### src/design/bsv_pkg.sv
`timescale 1ns / 1ps
// ----------------------------------------------------------------------------
// bsv_pkg: shared types and constants of the bundle stream validator
// Result record layout, push request, status and kind codes, FNV constants
// and the header magic.
// ----------------------------------------------------------------------------
package bsv_pkg;

  localparam int OFFSET_BITS_DEFAULT = 24;

  localparam logic [31:0] FNV_BASIS = 32'd2166136261;
  localparam logic [31:0] FNV_PRIME = 32'd16777619;

  // Images shorter than this are reported as too short
  localparam int MIN_LEN = 32;

  localparam logic KIND_RECORD  = 1'b0;
  localparam logic KIND_VERDICT = 1'b1;

  localparam logic [2:0] STATUS_OK        = 3'd0;
  localparam logic [2:0] STATUS_SHORT     = 3'd1;
  localparam logic [2:0] STATUS_BAD_MAGIC = 3'd2;
  localparam logic [2:0] STATUS_CHECKSUM  = 3'd3;
  localparam logic [2:0] STATUS_TRUNC     = 3'd4;

  typedef struct packed {
    logic        kind;
    logic [23:0] name_offset;
    logic [23:0] name_length;
    logic [23:0] data_offset;
    logic [31:0] data_length;
    logic [2:0]  status;
    logic        last_in_run;
  } result_t;

  // Results produced by one byte; count is zero when nothing is pushed
  typedef struct packed {
    logic [1:0] count;
    result_t    first;
    result_t    second;
  } push_t;

  // Expected header magic, one byte per position
  function automatic logic [7:0] magic_byte(input logic [2:0] idx);
    logic [7:0] b;
    case (idx)
      3'd0:    b = 8'h45;
      3'd1:    b = 8'h53;
      3'd2:    b = 8'h50;
      3'd3:    b = 8'h4B;
      3'd4:    b = 8'h31;
      default: b = 8'h00;
    endcase
    return b;
  endfunction

endpackage

### src/design/bsv_result_queue.sv
`timescale 1ns / 1ps
// ----------------------------------------------------------------------------
// bsv_result_queue: two-entry result queue
// Holds up to two results; the head drives the output port. Reports how many
// slots will be free after this cycle's pop so the parser can push at once.
// ----------------------------------------------------------------------------
module bsv_result_queue (
  input  logic            clk,
  input  logic            rst,
  input  bsv_pkg::push_t  push,
  output logic [1:0]      room,
  output logic            result_valid,
  input  logic            result_ready,
  output bsv_pkg::result_t head
);

  logic [1:0]       cnt;
  logic [1:0]       cnt_next;
  logic [1:0]       kept;
  logic             pop;
  bsv_pkg::result_t q0;
  logic             unused_q1_sel;
  bsv_pkg::result_t q1;
  bsv_pkg::result_t q0_next;
  bsv_pkg::result_t q1_next;
  bsv_pkg::result_t base0;

  assign unused_q1_sel = 1'b0;

  // Work out occupancy after this cycle's pop
  assign pop          = (cnt != 2'd0) && result_ready;
  assign kept         = cnt - {1'b0, pop};
  assign room         = 2'd2 - kept;
  assign result_valid = (cnt != 2'd0);
  assign head         = q0;

  // Shift on pop, then append the pushed results behind what is kept
  always_comb begin
    base0    = pop ? q1 : q0;
    q0_next  = q0;
    q1_next  = q1;
    cnt_next = kept + push.count;
    case (kept)
      2'd0: begin
        q0_next = push.first;
        q1_next = push.second;
      end
      2'd1: begin
        q0_next = base0;
        q1_next = push.first;
      end
      default: begin
        q0_next = q0;
        q1_next = q1;
      end
    endcase
  end

  always_ff @(posedge clk) begin
    if (rst) begin
      cnt <= 2'd0;
    end else begin
      cnt <= cnt_next;
    end
    q0 <= q0_next;
    q1 <= q1_next | {$bits(bsv_pkg::result_t){unused_q1_sel}};
  end

endmodule

### src/design/bsv_parser.sv
`timescale 1ns / 1ps
// ----------------------------------------------------------------------------
// bsv_parser: input register and container parse step
// Registers one request, then in a single step updates the header checks,
// the FNV-1a hash and the entry walk, and pushes a record and/or verdict.
// ----------------------------------------------------------------------------
module bsv_parser #(
  parameter int OFFSET_BITS = bsv_pkg::OFFSET_BITS_DEFAULT
) (
  input  logic           clk,
  input  logic           rst,
  input  logic           item_valid,
  output logic           item_ready,
  input  logic [7:0]     data_byte,
  input  logic           last,
  input  logic [1:0]     room,
  output bsv_pkg::push_t push
);

  typedef enum logic [2:0] {
    PH_HEADER,
    PH_NAME,
    PH_LEN,
    PH_PAD1,
    PH_DATA,
    PH_PAD2
  } phase_t;

  localparam logic [OFFSET_BITS-1:0] OFF_ONE      = OFFSET_BITS'(1);
  localparam logic [OFFSET_BITS-1:0] OFF_FOUR     = OFFSET_BITS'(4);
  localparam logic [OFFSET_BITS-1:0] OFF_MAGIC    = OFFSET_BITS'(8);
  localparam logic [OFFSET_BITS-1:0] OFF_CHK      = OFFSET_BITS'(12);
  localparam logic [OFFSET_BITS-1:0] OFF_HDR_END  = OFFSET_BITS'(15);
  localparam logic [OFFSET_BITS-1:0] OFF_BLOCK    = OFFSET_BITS'(16);
  localparam logic [OFFSET_BITS-1:0] OFF_MASK_LOW = OFFSET_BITS'(15);
  localparam logic [OFFSET_BITS-1:0] OFF_SHORT    = OFFSET_BITS'(bsv_pkg::MIN_LEN - 1);

  // Input register
  logic       in_full;
  logic [7:0] in_byte;
  logic       in_last;

  // Parse state
  logic [OFFSET_BITS-1:0] byte_offset;
  logic                   magic_ok;
  logic [31:0]            stored_checksum;
  logic [31:0]            running_hash;
  phase_t                 phase;
  logic [OFFSET_BITS-1:0] entry_name_start;
  logic [31:0]            length_shift;
  logic [1:0]             length_byte_count;
  logic [31:0]            data_remaining;
  logic                   wrapped;

  logic [OFFSET_BITS-1:0] byte_offset_next;
  logic                   magic_ok_next;
  logic [31:0]            stored_checksum_next;
  logic [31:0]            running_hash_next;
  phase_t                 phase_next;
  logic [OFFSET_BITS-1:0] entry_name_start_next;
  logic [31:0]            length_shift_next;
  logic [1:0]             length_byte_count_next;
  logic [31:0]            data_remaining_next;
  logic                   wrapped_next;

  logic                   nxt_aligned;
  logic [31:0]            hash_mix;
  logic [31:0]            rem_dec;
  logic                   rec_emit;
  logic                   trunc;
  logic [2:0]             verdict_status;
  logic [OFFSET_BITS-1:0] rec_nlen;
  logic [OFFSET_BITS-1:0] rec_doff;
  logic [1:0]             n_results;
  logic                   accept;
  bsv_pkg::result_t       rec_res;
  bsv_pkg::result_t       verd_res;

  // FNV-1a step: xor the byte in, multiply by the prime
  assign hash_mix = (running_hash ^ {24'd0, in_byte}) * bsv_pkg::FNV_PRIME;

  assign byte_offset_next = byte_offset + OFF_ONE;
  assign nxt_aligned      = (byte_offset_next[3:0] == 4'd0);
  assign rem_dec          = (data_remaining != 32'd0) ? data_remaining - 32'd1 : data_remaining;
  assign rec_nlen         = byte_offset - OFF_FOUR - entry_name_start;
  assign rec_doff         = (byte_offset + OFF_BLOCK) & ~OFF_MASK_LOW;
  assign wrapped_next     = wrapped | (byte_offset_next == '0);

  // Advance the header checks and the entry walk by one byte
  always_comb begin
    magic_ok_next          = magic_ok;
    stored_checksum_next   = stored_checksum;
    running_hash_next      = running_hash;
    phase_next             = phase;
    entry_name_start_next  = entry_name_start;
    length_shift_next      = length_shift;
    length_byte_count_next = length_byte_count;
    data_remaining_next    = data_remaining;
    rec_emit               = 1'b0;

    if (phase != PH_HEADER) begin
      running_hash_next = hash_mix;
    end

    case (phase)
      PH_HEADER: begin
        if (byte_offset < OFF_MAGIC && in_byte != bsv_pkg::magic_byte(byte_offset[2:0])) begin
          magic_ok_next = 1'b0;
        end
        if (byte_offset >= OFF_CHK) begin
          stored_checksum_next = {stored_checksum[23:0], in_byte};
        end
        if (byte_offset >= OFF_HDR_END) begin
          phase_next            = PH_NAME;
          entry_name_start_next = byte_offset_next;
        end
      end
      PH_NAME: begin
        if (in_byte == 8'd0) begin
          phase_next             = PH_LEN;
          length_shift_next      = 32'd0;
          length_byte_count_next = 2'd0;
        end
      end
      PH_LEN: begin
        length_shift_next = {length_shift[23:0], in_byte};
        if (length_byte_count == 2'd3) begin
          rec_emit               = 1'b1;
          data_remaining_next    = {length_shift[23:0], in_byte};
          length_byte_count_next = 2'd0;
          if (nxt_aligned) begin
            if (data_remaining_next != 32'd0) begin
              phase_next = PH_DATA;
            end else begin
              phase_next            = PH_NAME;
              entry_name_start_next = byte_offset_next;
            end
          end else begin
            phase_next = PH_PAD1;
          end
        end else begin
          length_byte_count_next = length_byte_count + 2'd1;
        end
      end
      PH_PAD1: begin
        if (nxt_aligned) begin
          if (data_remaining != 32'd0) begin
            phase_next = PH_DATA;
          end else begin
            phase_next            = PH_NAME;
            entry_name_start_next = byte_offset_next;
          end
        end
      end
      PH_DATA: begin
        data_remaining_next = rem_dec;
        if (rem_dec == 32'd0) begin
          if (nxt_aligned) begin
            phase_next            = PH_NAME;
            entry_name_start_next = byte_offset_next;
          end else begin
            phase_next = PH_PAD2;
          end
        end
      end
      default: begin
        if (nxt_aligned) begin
          phase_next            = PH_NAME;
          entry_name_start_next = byte_offset_next;
        end
      end
    endcase
  end

  // Judge the image on its final byte
  always_comb begin
    trunc = (phase_next == PH_LEN) ||
            (phase_next == PH_NAME && entry_name_start_next != byte_offset_next) ||
            ((phase_next == PH_PAD1 || phase_next == PH_DATA) && data_remaining_next != 32'd0);
    if (!wrapped && byte_offset < OFF_SHORT) begin
      verdict_status = bsv_pkg::STATUS_SHORT;
    end else if (!magic_ok_next) begin
      verdict_status = bsv_pkg::STATUS_BAD_MAGIC;
    end else if (running_hash_next != stored_checksum_next) begin
      verdict_status = bsv_pkg::STATUS_CHECKSUM;
    end else if (trunc) begin
      verdict_status = bsv_pkg::STATUS_TRUNC;
    end else begin
      verdict_status = bsv_pkg::STATUS_OK;
    end
  end

  // Build the results of this byte
  always_comb begin
    rec_res.kind        = bsv_pkg::KIND_RECORD;
    rec_res.name_offset = 24'(32'(entry_name_start));
    rec_res.name_length = 24'(32'(rec_nlen));
    rec_res.data_offset = 24'(32'(rec_doff));
    rec_res.data_length = length_shift_next;
    rec_res.status      = bsv_pkg::STATUS_OK;
    rec_res.last_in_run = ~in_last;

    verd_res.kind        = bsv_pkg::KIND_VERDICT;
    verd_res.name_offset = 24'd0;
    verd_res.name_length = 24'd0;
    verd_res.data_offset = 24'd0;
    verd_res.data_length = 32'd0;
    verd_res.status      = verdict_status;
    verd_res.last_in_run = 1'b1;
  end

  assign n_results    = {1'b0, rec_emit} + {1'b0, in_last};
  assign accept       = in_full && (n_results <= room);
  assign item_ready   = ~in_full | accept;
  assign push.count   = accept ? n_results : 2'd0;
  assign push.first   = rec_emit ? rec_res : verd_res;
  assign push.second  = verd_res;

  // Hold the input register and the parse state
  always_ff @(posedge clk) begin
    if (rst) begin
      in_full           <= 1'b0;
      byte_offset       <= '0;
      magic_ok          <= 1'b1;
      stored_checksum   <= 32'd0;
      running_hash      <= bsv_pkg::FNV_BASIS;
      phase             <= PH_HEADER;
      entry_name_start  <= '0;
      length_shift      <= 32'd0;
      length_byte_count <= 2'd0;
      data_remaining    <= 32'd0;
      wrapped           <= 1'b0;
    end else begin
      if (item_valid && item_ready) begin
        in_full <= 1'b1;
      end else if (accept) begin
        in_full <= 1'b0;
      end
      if (accept) begin
        if (in_last) begin
          // Verdict given: drop back to the start of a new image
          byte_offset       <= '0;
          magic_ok          <= 1'b1;
          stored_checksum   <= 32'd0;
          running_hash      <= bsv_pkg::FNV_BASIS;
          phase             <= PH_HEADER;
          entry_name_start  <= '0;
          length_shift      <= 32'd0;
          length_byte_count <= 2'd0;
          data_remaining    <= 32'd0;
          wrapped           <= 1'b0;
        end else begin
          byte_offset       <= byte_offset_next;
          magic_ok          <= magic_ok_next;
          stored_checksum   <= stored_checksum_next;
          running_hash      <= running_hash_next;
          phase             <= phase_next;
          entry_name_start  <= entry_name_start_next;
          length_shift      <= length_shift_next;
          length_byte_count <= length_byte_count_next;
          data_remaining    <= data_remaining_next;
          wrapped           <= wrapped_next;
        end
      end
    end
    if (item_valid && item_ready) begin
      in_byte <= data_byte;
      in_last <= last;
    end
  end

endmodule

### src/design/bundle_stream_validator_unit.sv
`timescale 1ns / 1ps
// ----------------------------------------------------------------------------
// bundle_stream_validator_unit: streaming container checker and entry walker
// Input register, single-step parser, two-entry result queue.
// ----------------------------------------------------------------------------
// Takes one image byte per cycle while the result queue has room, with last
// marking the final byte. The 16-byte header is checked (magic, big-endian
// checksum at bytes 12..15) and FNV-1a 32 runs over every byte from offset 16
// on. An entry record is produced when an entry's 4-byte length field
// completes, and a verdict on the final byte, after which the block starts a
// new image. Each byte waits in the input register and is parsed from there
// at one byte per cycle while the queue has room, set by the hash feedback
// through one constant multiply; a record and a verdict from one byte share
// the one result port, via the two-entry queue between parser and output.
module bundle_stream_validator_unit #(
  parameter int OFFSET_BITS = bsv_pkg::OFFSET_BITS_DEFAULT
) (
  input  logic        clk,
  input  logic        rst,
  input  logic        item_valid,
  output logic        item_ready,
  input  logic [7:0]  data_byte,
  input  logic        last,
  output logic        result_valid,
  input  logic        result_ready,
  output logic        kind,
  output logic [23:0] name_offset,
  output logic [23:0] name_length,
  output logic [23:0] data_offset,
  output logic [31:0] data_length,
  output logic [2:0]  status,
  output logic        last_in_run
);

  bsv_pkg::push_t   push;
  logic [1:0]       room;
  bsv_pkg::result_t head;

  // Parse one request per cycle while the result queue has room
  bsv_parser #(
    .OFFSET_BITS(OFFSET_BITS)
  ) u_parser (
    .clk       (clk),
    .rst       (rst),
    .item_valid(item_valid),
    .item_ready(item_ready),
    .data_byte (data_byte),
    .last      (last),
    .room      (room),
    .push      (push)
  );

  // Queue results towards the output
  bsv_result_queue u_queue (
    .clk         (clk),
    .rst         (rst),
    .push        (push),
    .room        (room),
    .result_valid(result_valid),
    .result_ready(result_ready),
    .head        (head)
  );

  assign kind        = head.kind;
  assign name_offset = head.name_offset;
  assign name_length = head.name_length;
  assign data_offset = head.data_offset;
  assign data_length = head.data_length;
  assign status      = head.status;
  assign last_in_run = head.last_in_run;

endmodule

### config.mk
export PLATFORM = sky130hd
export DESIGN_NAME = bundle_stream_validator_unit
export DESIGN_NICKNAME = d
export VERILOG_FILES = /design/src/design/bsv_pkg.sv /design/src/design/bsv_result_queue.sv /design/src/design/bsv_parser.sv /design/src/design/bundle_stream_validator_unit.sv
export SDC_FILE = /design/constraint.sdc
export NUM_CORES = 1
export LEC_CHECK = 0
export BUFFER_PORTS_ARGS = -buffer_cell sky130_fd_sc_hd__buf_2
export CAP_MARGIN = 20
export CORE_AREA = 2 2 266 268
export DETAILED_ROUTE_END_ITERATION = 8
export DIE_AREA = 0 0 268 270
export GPL_ROUTABILITY_DRIVEN = 0
export PLACE_DENSITY = 0.7
export SYNTH_ARGS = -nofsm -noshare
export SYNTH_HDL_FRONTEND = slang
export SYNTH_SLANG_ARGS = --single-unit
export TNS_END_PERCENT = 30
### constraint.sdc
create_clock -name clk -period 15.5 [get_ports clk]
set_input_delay 0.775 -clock clk [delete_from_list [all_inputs] [get_ports clk]]
set_output_delay 0.775 -clock clk [all_outputs]
set_load 0.01 [all_outputs]
==> impl_results.md <==
* CTS tree: yes
* Worst setup SP type: flip-flop
* Syn Area/Cell at 8.85 um2
* Ys flop type: edfxtp_1
* Fin Hold WS at 384 ps
* CP max-delay cell: a311oi_1
* Core footprint at 69500 um2
* Vias in the first global route at 24.3k
* Initial core utilization at 42.8%
* DRT antenna net count at 0
* Post-Synthesis Cells at 3361
* Share of layout cells above drive strength 1 at 8.74%
* Drt drc at 12
* Seq cells post-synth at 405
* Largest net degree at the start of global routing at 111
* Vias per cell at 6.01
* Die Wd at 268 um
* Number of synthesized flops with an enable pin at 219
* Failing checks: DRC
* Total clock buffers created by CTS at 45
* Status: finished, violations left
* FF-to-FF path depth at 25
* Max_cap viols at 0
* RR Startpoint: u_parser.in_byte[4]$_DFFE_PP_
* Max Slew Vio Count at 0
* CP required at 15810 ps
* Detailed Place HPWL at 63.9 mm
* Post CTS Setup Buffer Count at 0
* First-pass GRT wire length at 140 mm
* Die ar. at 72400 um2
* Final min period at 8060 ps
* Die height at 270 um
* # hold bufs at CTS at 0
* Worst Setup End Kind: flip-flop
* Hold Path Stages at 1
* Growth of design area from synthesis to finish at 9.37%
* Maximum clock path buffer count at 3
* Largest fanout on the critical path at 11
* Clock transition at the registers of the reported paths at 60 ps
* Buffer and inverter count on the worst path at 5
* Via count at 26.0k
* # resized after CTS at 0
* F_max at 124 MHz
* Final Skew at 28.4 ps
* Leak at 13.4 nW
* Setup-failing EPs final at 0
* Slowest cell delay on critical path at 690 ps
* Grt ovf at 0
* I/O Buffers at 119
* Power Dens Cells at 159 nW/um2
* Worst IR Drop VDD at 150 uV
* Most frequent cells in the layout: 339 x nor2_1, 311 x inv_1, 268 x nand2_1, 243 x ha_1, 219 x edfxtp_1
* Pre-antenna DRT Iters at 9
* GRT Resource Usage Total at 24.3%
* Slew headroom at 27.9%
* Critical path type: reg2reg
* Tightest Pin Transition at 1080 ps
* Initial antenna violation count at 3
* Seq/Total Area, Yosys at 34.6%
* Post-synthesis cell area at 29700 um2
* Rows at 97
* Hold Startpoint: last
* Iteration-0 DRC Markers at 3612
* CTS root buf: clkbuf_16
* Setup TNS at 0 ps
* HP Class: in2reg
* Drt wl/cell at 20.7 um
* Post-synth top area share at 22.1%
* Critical path origin: u_parser.in_byte[4]$_DFFE_PP_
* Delay-heaviest family, CP: adder cells
* Worst path most repeated cell: inv_1
* Crit path arrival time at 8380 ps
* Crit. path cell count at 25
* Synth area leaders: edfxtp_1 22%, dfxtp_1 13%, ha_1 10%
* Count of warnings emitted by yosys at 0
* Synth async-reset ratio at 0%
* Netlist cell types at 97
* Post-synth top area cell: edfxtp_1
* Clock Latency Late Sink at 610 ps
* Ant. Diodes at 0
* I/O pin count at 124
* Max H-tree Level at 2
* Hold Vio Cnt, Final at 0
* CTS Sinks at 405
* Most common cell after layout, fill and taps aside: nor2_1
* Overall routed net length at 89.7 mm
* Nets at 3680
* Crit share post-route at 52.0%
* RSZ-0062 raised after global routing: no
* Power Total at 5.17 mW
-- cell families after synthesis --
family	share of synthesized area, %
compound gates	18.9
xor+xnor	5.87
fa+ha+maj	15.3
buf+inv	7.03
flops	34.6
mux	1.42
other cells	0.0126
simple gates	16.8
-- power by group --
| group | internal, mW | switching, mW | total (mW) | leakage, nW |
|---|---|---|---|---|
| combinational | 0.791 | 1.62 | 2.42 | 8.81 |
| sequential | 1.57 | 0.0756 | 1.65 | 3.82 |
| clock | 0.624 | 0.480 | 1.10 | 0.724 |
-- final timing paths --
path,to,slack [ps]
setup / recovery,u_queue.head[2]$_DFFE_PP_,7440
hold / removal,u_parser.in_last$_DFFE_PP_,380
setup reg to reg,u_queue.head[2]$_DFFE_PP_,7440
hold reg to reg,u_parser.magic_ok$_SDFFE_PP1P_,460
-- stage by stage --
stage	worst slack, ps	utilization [%]	std cells	instance area, um2
final	7440	46.8	4325	32500
after floorplan	8510	-	3364	29700
after CTS	7590	46.7	4324	32500
after detailed placement	7650	44.6	4240	31000
after global routing	7010	46.8	4325	32500
after global placement	7790	44.6	4239	31000
-- state kept, by name, summed over array words and instances (netlist names) --
signal	count
u_queue.head	105
u_queue.q1	105
u_parser.data_remaining	32
u_parser.length_shift	32
u_parser.running_hash	32
u_parser.stored_checksum	32
u_parser.byte_offset	24
u_parser.entry_name_start	24
u_parser.in_byte	8
u_parser.phase	3
u_parser.length_byte_count	2
u_queue.cnt	2
u_parser.in_full	1
u_parser.in_last	1
u_parser.magic_ok	1
u_parser.wrapped	1
-- cell type report --
class	count	area, um2
Fill cell	6679	37000
Multi-Input combinational cell	2417	17400
Sequential cell	405	10300
Clock buffer	55	1190
Tap cell	940	1180
Inverter	313	1170
Timing Repair Buffer	166	955
Clock inverter	29	298
-- layer usage --
layer | share of wire [%] | GRT usage (%)
met1 | 42 | 33.7
met2 | 44 | 37.6
met3 | 9.9 | 4.49
met4 | 4.0 | 9.32
met5 | 0.032 | 0
-- Yosys cell counts, drive strengths merged (21+ instances only) --
cell type  instances
xor2              50
nor4              54
nand2            270
o211ai            26
nor2             345
and3              42
a31oi             23
inv              312
nand4             35
nand3             54
o22ai             21
a22o              49
ha               244
or3               28
edfxtp           219
xnor2            134
mux2i             32
a22oi            139
dfxtp            186
buf               40
o21ai            153
nor2b             39
clkbuf           189
a21oi            176
nor3              74
fa                75
a221oi            21
(Power assumes the default switching activity.)
